### src/design/cepp_pkg.sv
// shared types and constants of the collation element parser
`default_nettype none

package cepp_pkg;

	localparam int MaxUnits = 16;

	typedef enum logic [1:0] {
		StUnit      = 2'd0,
		StMalformed = 2'd1,
		StSecTooBig = 2'd2,
		StTooMany   = 2'd3
	} status_t;

	typedef struct packed {
		logic [15:0] primary;
		logic [7:0]  secondary;
		logic [7:0]  tertiary;
		logic        is_variable;
		status_t     status;
		logic        last_unit;
		logic [15:0] max_variable;
	} res_t;

	// everything one character produces: zero, one or two results
	typedef struct packed {
		logic [1:0]       count;
		res_t [1:0]       res;
	} step_out_t;

endpackage

`default_nettype wire

### src/design/cepp_parse.sv
// character scanner and element packer with the per-record state
`default_nettype none

module cepp_parse #(
	parameter int MAX_UNITS = cepp_pkg::MaxUnits
) (
	input  wire logic                clk,
	input  wire logic                arst_n,
	input  wire logic                step,
	input  wire logic [7:0]          ch,
	input  wire logic                line_end,
	output cepp_pkg::step_out_t      so
);

	localparam int CntW = $clog2(MAX_UNITS);
	localparam logic [CntW-1:0] UnitLimit = CntW'(MAX_UNITS - 1);

	localparam logic [7:0] ChOpen  = 8'h5B;
	localparam logic [7:0] ChClose = 8'h5D;
	localparam logic [7:0] ChStar  = 8'h2A;
	localparam logic [7:0] ChDot   = 8'h2E;
	localparam logic [7:0] ChHash  = 8'h23;

	localparam logic [15:0] PrimEscape = 16'hFE00;
	localparam logic [15:0] SecRebase  = 16'h001F;
	localparam logic [15:0] SecDirect  = 16'h011D;
	localparam logic [15:0] SecLimit   = 16'h0127;
	localparam logic [15:0] SecExtBase = 16'h0100;
	localparam logic [7:0]  SecEscape  = 8'hFF;

	typedef enum logic [2:0] {
		PhOutside   = 3'd0,
		PhOpen      = 3'd1,
		PhPrimary   = 3'd2,
		PhSecondary = 3'd3,
		PhTertiary  = 3'd4
	} phase_t;

	phase_t          phase_q, phase_d;
	logic [15:0]     acc_q, acc_d;
	logic [2:0]      digits_q, digits_d;
	logic            var_q, var_d;
	logic [15:0]     held_p_q, held_p_d;
	logic [15:0]     held_s_q, held_s_d;
	logic [CntW-1:0] units_q, units_d;
	logic [15:0]     maxv_q, maxv_d;
	logic            comment_q, comment_d;

	logic            d_ok;
	logic [3:0]      d_val;
	logic [7:0]      closer;
	logic            do_out, do_bad, do_fin;
	logic [15:0]     pw, pext, sec_reb, sec_ext;
	logic [7:0]      sw, sext;
	logic            need_ext;
	logic [1:0]      n;
	cepp_pkg::res_t  r;
	cepp_pkg::res_t [1:0] res;

	// hex digit decode
	always_comb begin
		d_ok  = 1'b1;
		d_val = 4'd0;
		if (ch >= 8'h30 && ch <= 8'h39) begin
			d_val = 4'(ch - 8'h30);
		end else if (ch >= 8'h61 && ch <= 8'h66) begin
			d_val = 4'(ch - 8'h57);
		end else if (ch >= 8'h41 && ch <= 8'h46) begin
			d_val = 4'(ch - 8'h37);
		end else begin
			d_ok = 1'b0;
		end
	end

	// packed weights of the element being closed
	always_comb begin
		sec_reb = held_s_q - SecRebase;
		sec_ext = held_s_q - SecExtBase;
		pext    = 16'd0;
		sext    = 8'd0;
		if (held_p_q < PrimEscape) begin
			pw = held_p_q;
		end else begin
			pw   = PrimEscape;
			pext = held_p_q - PrimEscape + 16'd1;
		end
		if (held_s_q == 16'd0) begin
			sw = 8'd0;
		end else if (held_s_q <= SecDirect) begin
			sw = sec_reb[7:0];
		end else begin
			sw   = SecEscape;
			sext = sec_ext[7:0];
		end
		need_ext = (pext != 16'd0) || (sext != 8'd0);
	end

	always_comb begin
		phase_d   = phase_q;
		acc_d     = acc_q;
		digits_d  = digits_q;
		var_d     = var_q;
		held_p_d  = held_p_q;
		held_s_d  = held_s_q;
		units_d   = units_q;
		maxv_d    = maxv_q;
		comment_d = comment_q;
		do_out    = 1'b0;
		do_bad    = 1'b0;
		do_fin    = 1'b0;
		closer    = (phase_q == PhTertiary) ? ChClose : ChDot;
		n         = 2'd0;
		res       = '0;
		r         = '0;

		if (!comment_q) begin
			case (phase_q)
				PhOutside: begin
					do_out = 1'b1;
				end
				PhOpen: begin
					if (ch == ChStar || ch == ChDot) begin
						var_d    = (ch == ChStar);
						phase_d  = PhPrimary;
						acc_d    = '0;
						digits_d = '0;
					end else begin
						do_bad = 1'b1;
					end
				end
				PhPrimary, PhSecondary, PhTertiary: begin
					if (d_ok && digits_q < 3'd4) begin
						acc_d    = {acc_q[11:0], d_val};
						digits_d = digits_q + 3'd1;
					end else if (ch == closer) begin
						case (phase_q)
							PhPrimary: begin
								held_p_d = acc_q;
								phase_d  = PhSecondary;
							end
							PhSecondary: begin
								held_s_d = acc_q;
								phase_d  = PhTertiary;
							end
							default: begin
								do_fin  = 1'b1;
								phase_d = PhOutside;
							end
						endcase
						acc_d    = '0;
						digits_d = '0;
					end else begin
						do_bad = 1'b1;
					end
				end
				default: begin
					phase_d = PhOutside;
				end
			endcase

			// bad character: report, then rescan it as an outside character
			if (do_bad) begin
				r        = '0;
				r.status = cepp_pkg::StMalformed;
				res[n[0]] = r;
				n        = n + 2'd1;
				phase_d  = PhOutside;
				do_out   = 1'b1;
			end

			if (do_out) begin
				if (ch == ChOpen) begin
					phase_d  = PhOpen;
					acc_d    = '0;
					digits_d = '0;
				end else if (ch == ChHash) begin
					comment_d = 1'b1;
				end
			end

			if (do_fin) begin
				if (var_q && held_p_q > maxv_q) begin
					maxv_d = held_p_q;
				end
				if (held_s_q > SecLimit) begin
					r             = '0;
					r.is_variable = var_q;
					r.status      = cepp_pkg::StSecTooBig;
					res[n[0]]     = r;
					n             = n + 2'd1;
				end else begin
					r             = '0;
					r.primary     = pw;
					r.secondary   = sw;
					r.tertiary    = acc_q[7:0];
					r.is_variable = var_q;
					if (units_d < UnitLimit) begin
						units_d  = units_d + 1'b1;
						r.status = cepp_pkg::StUnit;
					end else begin
						r.status = cepp_pkg::StTooMany;
					end
					res[n[0]] = r;
					n         = n + 2'd1;
					if (need_ext) begin
						r             = '0;
						r.primary     = pext;
						r.secondary   = sext;
						r.is_variable = var_q;
						if (units_d < UnitLimit) begin
							units_d  = units_d + 1'b1;
							r.status = cepp_pkg::StUnit;
						end else begin
							r.status = cepp_pkg::StTooMany;
						end
						res[n[0]] = r;
						n         = n + 2'd1;
					end
				end
			end
		end

		// record end: flag an open element, then clear per-record state
		if (line_end) begin
			if (phase_d != PhOutside && n < 2'd2) begin
				r        = '0;
				r.status = cepp_pkg::StMalformed;
				res[n[0]] = r;
				n        = n + 2'd1;
			end
			phase_d   = PhOutside;
			acc_d     = '0;
			digits_d  = '0;
			var_d     = 1'b0;
			held_p_d  = '0;
			held_s_d  = '0;
			units_d   = '0;
			comment_d = 1'b0;
		end

		res[0].last_unit    = (n == 2'd1);
		res[1].last_unit    = (n == 2'd2);
		res[0].max_variable = maxv_d;
		res[1].max_variable = maxv_d;
	end

	assign so.count = n;
	assign so.res   = res;

	always_ff @(posedge clk or negedge arst_n) begin
		if (!arst_n) begin
			phase_q   <= PhOutside;
			acc_q     <= '0;
			digits_q  <= '0;
			var_q     <= 1'b0;
			held_p_q  <= '0;
			held_s_q  <= '0;
			units_q   <= '0;
			maxv_q    <= '0;
			comment_q <= 1'b0;
		end else if (step) begin
			phase_q   <= phase_d;
			acc_q     <= acc_d;
			digits_q  <= digits_d;
			var_q     <= var_d;
			held_p_q  <= held_p_d;
			held_s_q  <= held_s_d;
			units_q   <= units_d;
			maxv_q    <= maxv_d;
			comment_q <= comment_d;
		end
	end

endmodule

`default_nettype wire

### src/design/collation_element_parse_pack.sv
// top level of the collation element parser and packer
//
//  channel | handshake            | payload
//  --------+----------------------+---------------------------------------------
//  in      | in_valid / in_stall  | ch, line_end
//  out     | out_valid / out_stall| primary_out, secondary_out, tertiary_out,
//          |                      | is_variable, status, last_unit,
//          |                      | max_variable_primary
//
// one character per cycle while in_stall is low; as a character leaves the input
// register, its results are written into the output buffer, whose head is on the out port
// a character that closes an element with an extension unit gives two results, which
// leave one per cycle through the two-entry output buffer while out_stall is low
// arst_n clears the scanner state, the maximum variable primary and both buffers
// out_stall backs up through the output buffer into the input register and
// then raises in_stall; nothing is dropped
`default_nettype none

module collation_element_parse_pack #(
	parameter int MAX_UNITS = cepp_pkg::MaxUnits
) (
	input  wire logic        clk,
	input  wire logic        arst_n,
	input  wire logic        in_valid,
	output logic             in_stall,
	input  wire logic [7:0]  ch,
	input  wire logic        line_end,
	output logic             out_valid,
	input  wire logic        out_stall,
	output logic [15:0]      primary_out,
	output logic [7:0]       secondary_out,
	output logic [7:0]       tertiary_out,
	output logic             is_variable,
	output logic [1:0]       status,
	output logic             last_unit,
	output logic [15:0]      max_variable_primary
);

	// input register
	logic       valid_s1;
	logic [7:0] ch_s1;
	logic       line_end_s1;

	// output buffer: head is shown on the port, tail waits behind it
	cepp_pkg::res_t head_q, tail_q;
	logic [1:0]     occ_q;

	cepp_pkg::step_out_t so;
	logic                pop;
	logic [1:0]          occ_left;
	logic [1:0]          free;
	logic                step;

	cepp_parse #(
		.MAX_UNITS (MAX_UNITS)
	) u_parse (
		.clk      (clk),
		.arst_n   (arst_n),
		.step     (step),
		.ch       (ch_s1),
		.line_end (line_end_s1),
		.so       (so)
	);

	assign pop      = out_valid && !out_stall;
	assign occ_left = occ_q - {1'b0, pop};
	assign free     = 2'd2 - occ_left;
	// the character in the input register moves on once its results fit
	assign step     = valid_s1 && (so.count <= free);
	assign in_stall = valid_s1 && !step;

	always_ff @(posedge clk or negedge arst_n) begin
		if (!arst_n) begin
			valid_s1 <= 1'b0;
		end else if (!in_stall) begin
			valid_s1 <= in_valid;
		end
	end

	// payload of the input register, loaded with every acceptance
	always_ff @(posedge clk) begin
		if (!in_stall && in_valid) begin
			ch_s1       <= ch;
			line_end_s1 <= line_end;
		end
	end

	always_ff @(posedge clk or negedge arst_n) begin
		if (!arst_n) begin
			occ_q <= 2'd0;
		end else begin
			occ_q <= occ_left + (step ? so.count : 2'd0);
		end
	end

	// buffer payload: keep what is left after the pop, append new results
	always_ff @(posedge clk) begin
		case (occ_left)
			2'd0: begin
				head_q <= so.res[0];
				tail_q <= so.res[1];
			end
			2'd1: begin
				head_q <= pop ? tail_q : head_q;
				tail_q <= so.res[0];
			end
			default: begin
				head_q <= head_q;
				tail_q <= tail_q;
			end
		endcase
	end

	assign out_valid            = (occ_q != 2'd0);
	assign primary_out          = head_q.primary;
	assign secondary_out        = head_q.secondary;
	assign tertiary_out         = head_q.tertiary;
	assign is_variable          = head_q.is_variable;
	assign status               = head_q.status;
	assign last_unit            = head_q.last_unit;
	assign max_variable_primary = head_q.max_variable;

endmodule

`default_nettype wire

### config.mk
export PLATFORM = sky130hd
export DESIGN_NAME = collation_element_parse_pack
export DESIGN_NICKNAME = d
export VERILOG_FILES = /design/src/design/cepp_pkg.sv /design/src/design/cepp_parse.sv /design/src/design/collation_element_parse_pack.sv
export SDC_FILE = /design/constraint.sdc
export NUM_CORES = 1
export LEC_CHECK = 0
export ABC_AREA = 1
export BUFFER_PORTS_ARGS = -buffer_cell sky130_fd_sc_hd__buf_2
export CORE_MARGIN = 2
export CORE_UTILIZATION = 38
export CTS_BUF_LIST = sky130_fd_sc_hd__clkbuf_4
export DETAILED_ROUTE_END_ITERATION = 10
export PLACE_DENSITY = 0.61
export SLEW_MARGIN = 10
export SYNTH_ARGS = -nofsm -noshare
export SYNTH_HDL_FRONTEND = slang
export SYNTH_HIERARCHICAL = 1
export SYNTH_SLANG_ARGS = --single-unit
### constraint.sdc
create_clock -name clk -period 5.15 [get_ports clk]
set_input_delay 0.2575 -clock clk [delete_from_list [all_inputs] [get_ports clk]]
set_output_delay 0.2575 -clock clk [all_outputs]
set_load 0.03 [all_outputs]
Yosys cells after proc, flatten, opt, wreduce, memory -nomap -nowiden
Index checks and enable logic that the tools add are counted.
{"block": "classes", "n_addsub": 16, "n_lt_le_gt_ge": 21, "n_eq_ne": 16, "mux": 124, "n_bitwise": 3, "n_reduce_logical": 41}
{"operator": "2-to-1 mux 104 bit", "n": 6}
{"operator": "2-to-1 mux 16 bit", "n": 24}
{"operator": "bitwise mux 104 bit", "n": 3}
{"operator": "2-to-1 mux 52 bit", "n": 5}
{"operator": "case mux 52 bit (2 select lines)", "n": 2}
{"operator": "demux 52 bit (select 1 bit)", "n": 3}
{"operator": "AND 102 bit", "n": 1}
{"operator": "NOT 102 bit", "n": 1}
{"operator": "2-to-1 mux 4 bit", "n": 13}
{"operator": "2-to-1 mux 3 bit", "n": 15}
{"operator": "2-to-1 mux 2 bit", "n": 17}
{"operator": "2-to-1 mux 8 bit", "n": 4}
{"operator": "case mux 16 bit (2 select lines)", "n": 1}
{"operator": "2-to-1 mux 1 bit", "n": 25}
{"operator": "equality test 8 x 6 -> 1 bit (second input constant)", "n": 3}
{"operator": "2-to-1 mux 18 bit", "n": 1}
{"operator": "nonzero test 2 bit", "n": 9}
{"operator": "adder 16 x 1 -> 16 bit (second input constant)", "n": 1}
{"operator": ">= comparator 8 x 7 -> 1 bit (second input constant)", "n": 2}
{"operator": "greater-than comparator 16 bit", "n": 1}
{"operator": "greater-than comparator 16 x 9 -> 1 bit (second input constant)", "n": 1}
{"operator": "<= comparator 16 x 9 -> 1 bit (second input constant)", "n": 1}
{"operator": "<= comparator 8 x 7 -> 1 bit (second input constant)", "n": 2}
{"operator": "zero test 16 bit", "n": 1}
{"operator": "46 further kinds", "n": 79}
{"block": "word_totals", "regBits": 192, "input_bits": 13, "out_inout_bits": 54, "word_cells": 248}

Depth between registers and ports, before layout
{"block": "depth", "ltp_word": 27, "mapped_depth": 32, "ltp_nobuf": 32}

By module
Netlist, hierarchy kept.
{"mod": "cepp_parse", "n_inst": 1, "cells_each": 949, "area_each_um2": 6418.7, "seq_area_each_um2": 1901.8}
{"mod": "collation_element_parse_pack", "n_inst": 1, "cells_each": 450, "area_each_um2": 4976.0, "seq_area_each_um2": 3468.3}

Worst setup path before layout
No wires, ideal clock.
{"block": "synth_path", "path_type": "flip-flop to flip-flop", "startpoint": "reg ch_s1[1]", "endpoint": "reg u_parse.held_p_q[2]", "setup_ns": 0.131, "arrival_ns": 3.884, "t_required_ns": 5.019, "setup_slack_ns": 1.135, "path_stages_with_launch": 28, "path_buffers": 3, "period_less_slack_ns": 4.015, "cell_sequence": "edfxtp_1 -> inv_1 -> ha_1 -> o21ai_2 -> nand2_1 -> nand2_2 -> nand2_1 -> nand2_2 -> nand3_4 -> nand2_4 -> inv_4 -> buf_2 -> buf_1 -> nand2_1 -> nand2_1 -> o21ai_0 -> ha_1 -> nand2_1 -> nand2_1 -> a21oi_1 -> clkinv_1 -> nor2_1 -> clkinv_1 -> nor2_1 -> nor2_1 -> clkbuf_1 -> nand2_1 -> o21ai_0"}
{"element": "start, declared", "line": "collation_element_parse_pack.sv:41", "rtl": "logic [7:0] ch_s1;"}
{"element": "start signal, assigned", "line": "collation_element_parse_pack.sv:83", "rtl": "ch_s1 <= ch;"}
{"element": "end signal, assigned", "line": "cepp_parse.sv:266", "rtl": "held_p_q <= held_p_d;"}
{"element": "end, declared", "line": "cepp_parse.sv:43", "rtl": "logic [15:0] held_p_q, held_p_d;"}

==> run summary <==
The number of cells produced by synthesis is 1399. Of the total power, the share spent switching nets is 0.473. The hold slack came out at 0.357 ns. The via count of the first global-routing pass came out at 8143.

Ranked by total cell area, the synthesized netlist is headed by edfxtp_1 30%, dfrtp_1 17%, nand2_1 13%, o21ai_0 7.7%, inv_1 4.9%. The initial DRC count is 732. The run finished with clean final reports.

The ratio of cells with drive above 1 in the final layout came out at 0.124. In this design, the largest share of critical-path delay is due to simple AND/OR/NAND/NOR gates. By instance count, the cell type seen most on the critical path is nand2_1. The synthesized area per cell is 8.14 sq um. The area of the die came out at 31400 sq um. The slowest stage of the critical path belongs to the cell edfxtp_1. The clock edge transition at the registers on the reported setup and hold paths came out at 0.17 ns. The sequential fraction of the synthesis area came out at 0.471.

The first-pass GRT wire length is 40600 um. The chip width came out at 177 um. The number of primary I/O pins came out at 67. In the final layout, the multi-input gates occupy 4900 sq um. The sum of buffers and inverters on the critical path came out at 7. The critical path in this run is classified as flip-flop to flip-flop. The number of fill cells is 2996. The total power draw is 6240 uW.

Counting flops and latches in the post-synthesis netlist gives 192. The longest clock path from root to sink contains 2 buffers. The worst slew margin relative to its limit is 0.230. The max-slew violation count is 0. The number of clock buffers added by TritonCTS is 17. The storage element area came out at 5370 sq um. The final-layout setup total negative slack is 0 ns. The global routing usage summed across all routing layers came out at 0.160. The share of power burned in registers came out at 0.406. In the layout the commonest cells are 403 x nand2_1, 175 x o21ai_0, 150 x inv_1.

The data arrival at the endpoint of the critical path is 5.05 ns. The max-capacitance violation count came out at 0. IR analysis of the VDD net gives a maximum drop of 0.000330 V. The worst hold path belongs to the class input pin to flip-flop. The share of the cycle needed by the critical path after routing is 0.897. The initial cell density of the core came out at 0.385. STA puts the critical path data required time at 5.58 ns. The switching power of the nets is 2950 uW.

The post-DP HPWL came out at 17500 um. Static timing analysis puts the maximum clock frequency at 0.217 GHz. The depth of the CTS H-tree came out at 4. The clock power share is 0.137. The fraction of synthesized cell area taken by the top area cell type came out at 0.298. The final routed wire length divided by cell count came out at 13.4 um. Leaving out fill and tap cells, the most frequent cell in the layout is nand2_1.

The CTS tree is done. Setup repair after global routing left no endpoint under its margin. At the pin with the least slew margin, the transition time is 1.15 ns. The analysis attributes to cell leakage a power of 0.00518 uW. The floorplan step defined a core boundary enclosing 29600 sq um. For this run, the post-layout net count is 1480.

The quantity of I/O buffers inserted on ports is 66. The worst setup path is launched from a flip-flop. The first-pass iteration count of the detailed router is 7. The internal portion of the total power is 3280 uW. The aggregate routed wire length is 24600 um. The power per unit of standard cell area is 511 nW/um^2.

Yosys printed 6 warnings. The cell area after synthesis came out at 11400 sq um. The number of library cell types mapped by synthesis came out at 48. The clock net sink count is 192.

CTS placed an instance of clkbuf_4 at the clock tree root. Entering global routing, the biggest net connects 105 pins. Subtracting the final worst setup slack from the clock period gives 4.62 ns.

The logic gate share of total power is 0.458. Between clock sinks in the finished design, the worst skew comes to 0.0423 ns. The standard-cell row count came out at 63. STA classifies the critical path endpoint as a flip-flop. The routability congestion estimate came out at 0.871.

The total setup violations reported at the end of the flow is 0. The layout overhead on the synthesized area is 7.13%. The number of remaining DRC errors is 0. The biggest fanout along the worst timing path came out at 47. The post-CTS setup buffer count is 0. Using the TritonRoute via totals, the vias-per-cell ratio works out to 4.90. The biggest area consumer among synthesized cells is edfxtp_1.

The remaining number of nets flagged by the antenna check after routing came out at 0. The initial antenna violation count is 1. The total grt overflow is 0.

The clock network latency to the later pin of the worst-skew pair came out at 0.58 ns. For this run, the slowest stage of the critical path takes 0.48 ns. For this block, the via count after detailed routing is 9003. The height of the die is 177 um. The number of failing hold endpoints at the final stage is 0.
==> synth_stat cells (all sizes together) <==
| cell | instances |
|---|---|
| nand2 | 415 |
| nor4b | 1 |
| a32oi | 1 |
| xnor2 | 1 |
| a21boi | 1 |
| o21a | 1 |
| clkinv | 5 |
| o31ai | 1 |
| dfrtp | 79 |
| or2 | 3 |
| inv | 158 |
| xor2 | 3 |
| clkbuf | 30 |
| conb | 1 |
| nand3 | 92 |
| mux2 | 1 |
| nand4 | 10 |
| buf | 59 |
| o22ai | 4 |
| a31oi | 2 |
| o21ai | 213 |
| edfxtp | 113 |
| nor2 | 109 |
| a22oi | 15 |
| a21oi | 24 |
| o211ai | 1 |
| nor3 | 8 |
| nor4 | 5 |
| ha | 34 |
| nand3b | 8 |
| o41ai | 1 |
==> state kept, by name (all words and copies together), names as in the netlist, 3 cells and up <==
signal	count
u_parse/held_p_q	16
tertiary_out	8
u_parse/units_q	4
ch_s1	8
u_parse/phase_q	3
u_parse/maxv_q	16
u_parse/digits_q	3
max_variable_primary	16
u_parse/held_s_q	16
primary_out	16
tail_q	52
u_parse/acc_q	16
secondary_out	8
==> tightest hold or removal path, stage by stage <==
cell,delay (ns)
buf_2,0.08
a21oi_1,0.04
ha_1,0.29
inv_1,0.11
ha_1,0.13
==> routing by layer <==
metal  track usage  vias to the layer above  routed length [um]
met1         0.225                     4172               11900
met5             0                        -                   0
met3        0.0208                       22                 916
li1              -                     4626                   -
met4        0.0403                        0                 317
met2         0.261                      183               11400
==> final cells by class <==
class                           count  share of cell area
Antenna cell                        2            0.000410
Multi-Input combinational cell    970               0.402
Sequential cell                   192               0.440
Inverter                          163              0.0504
Tap cell                          390              0.0400
Timing Repair Buffer               89              0.0437
Clock buffer                       17              0.0105
Clock inverter                     15              0.0134
==> worst paths after layout <==
kind / start / to / slack (ns) / cells after the start
worst max-delay path: ch_s1[1] / u_parse/held_s_q[10] / 0.53 / 27
worst min-delay path: out_stall / occ_q[0] / 0.36 / 5
worst max register to register: ch_s1[1] / u_parse/held_s_q[10] / 0.53 / 27
worst min register to register: u_parse/maxv_q[11] / u_parse/maxv_q[11] / 0.50 / 2
max in group asynchronous: arst_n / u_parse/held_s_q[12] / 4.06 / 2
min in group asynchronous: arst_n / occ_q[0] / 0.38 / 2
==> power groups by stage <==
stage / registers (uW) / clock network (uW) / logic (uW)
2_1_floorplan: 3020 / 0 / 1790
3_3_place_gp: 2560 / 0 / 2820
3_5_place_dp: 2580 / 0 / 2870
4_1_cts: 2540 / 888 / 2880
5_1_grt: 2580 / 940 / 3200
6_report: 2530 / 853 / 2850
==> metrics by stage <==
| stage | setup WS (ns) | std cells | instance area, sq um | utilization |
|---|---|---|---|---|
| 2_1_floorplan | 1.13 | 1414 | 11500 | - |
| 3_3_place_gp | 0.580 | 1793 | 11800 | 0.399 |
| 3_5_place_dp | 0.341 | 1793 | 11800 | 0.399 |
| 4_1_cts | 0.259 | 1836 | 12200 | 0.413 |
| 5_1_grt | 0.0560 | 1838 | 12200 | 0.413 |
| 6_report | 0.532 | 1838 | 12200 | 0.413 |
==> cells by family (layout without fill, tap and decap cells) <==
kind of cell | Yosys count | after routing | share of synthesized area
AND/OR/NAND/NOR | 651 | 651 | 0.260
AO/OA/AOI/OAI | 264 | 264 | 0.123
buffers and inverters | 252 | 284 | 0.105
flip-flops | 192 | 192 | 0.471
adder cells (fa/ha/maj) | 34 | 34 | 0.0373
XOR/XNOR | 4 | 4 | 0.00308
other | 1 | 18 | 0.000329
multiplexers | 1 | 1 | 0.000988
==> repair_timing <==
item,in CTS,in global routing
endpoints found under the hold margin,89,0
setup endpoints to repair,0,51
gates resized for setup,0,3
hold buffers,11,0
Note: power is estimated with default switching activity, not from simulation.
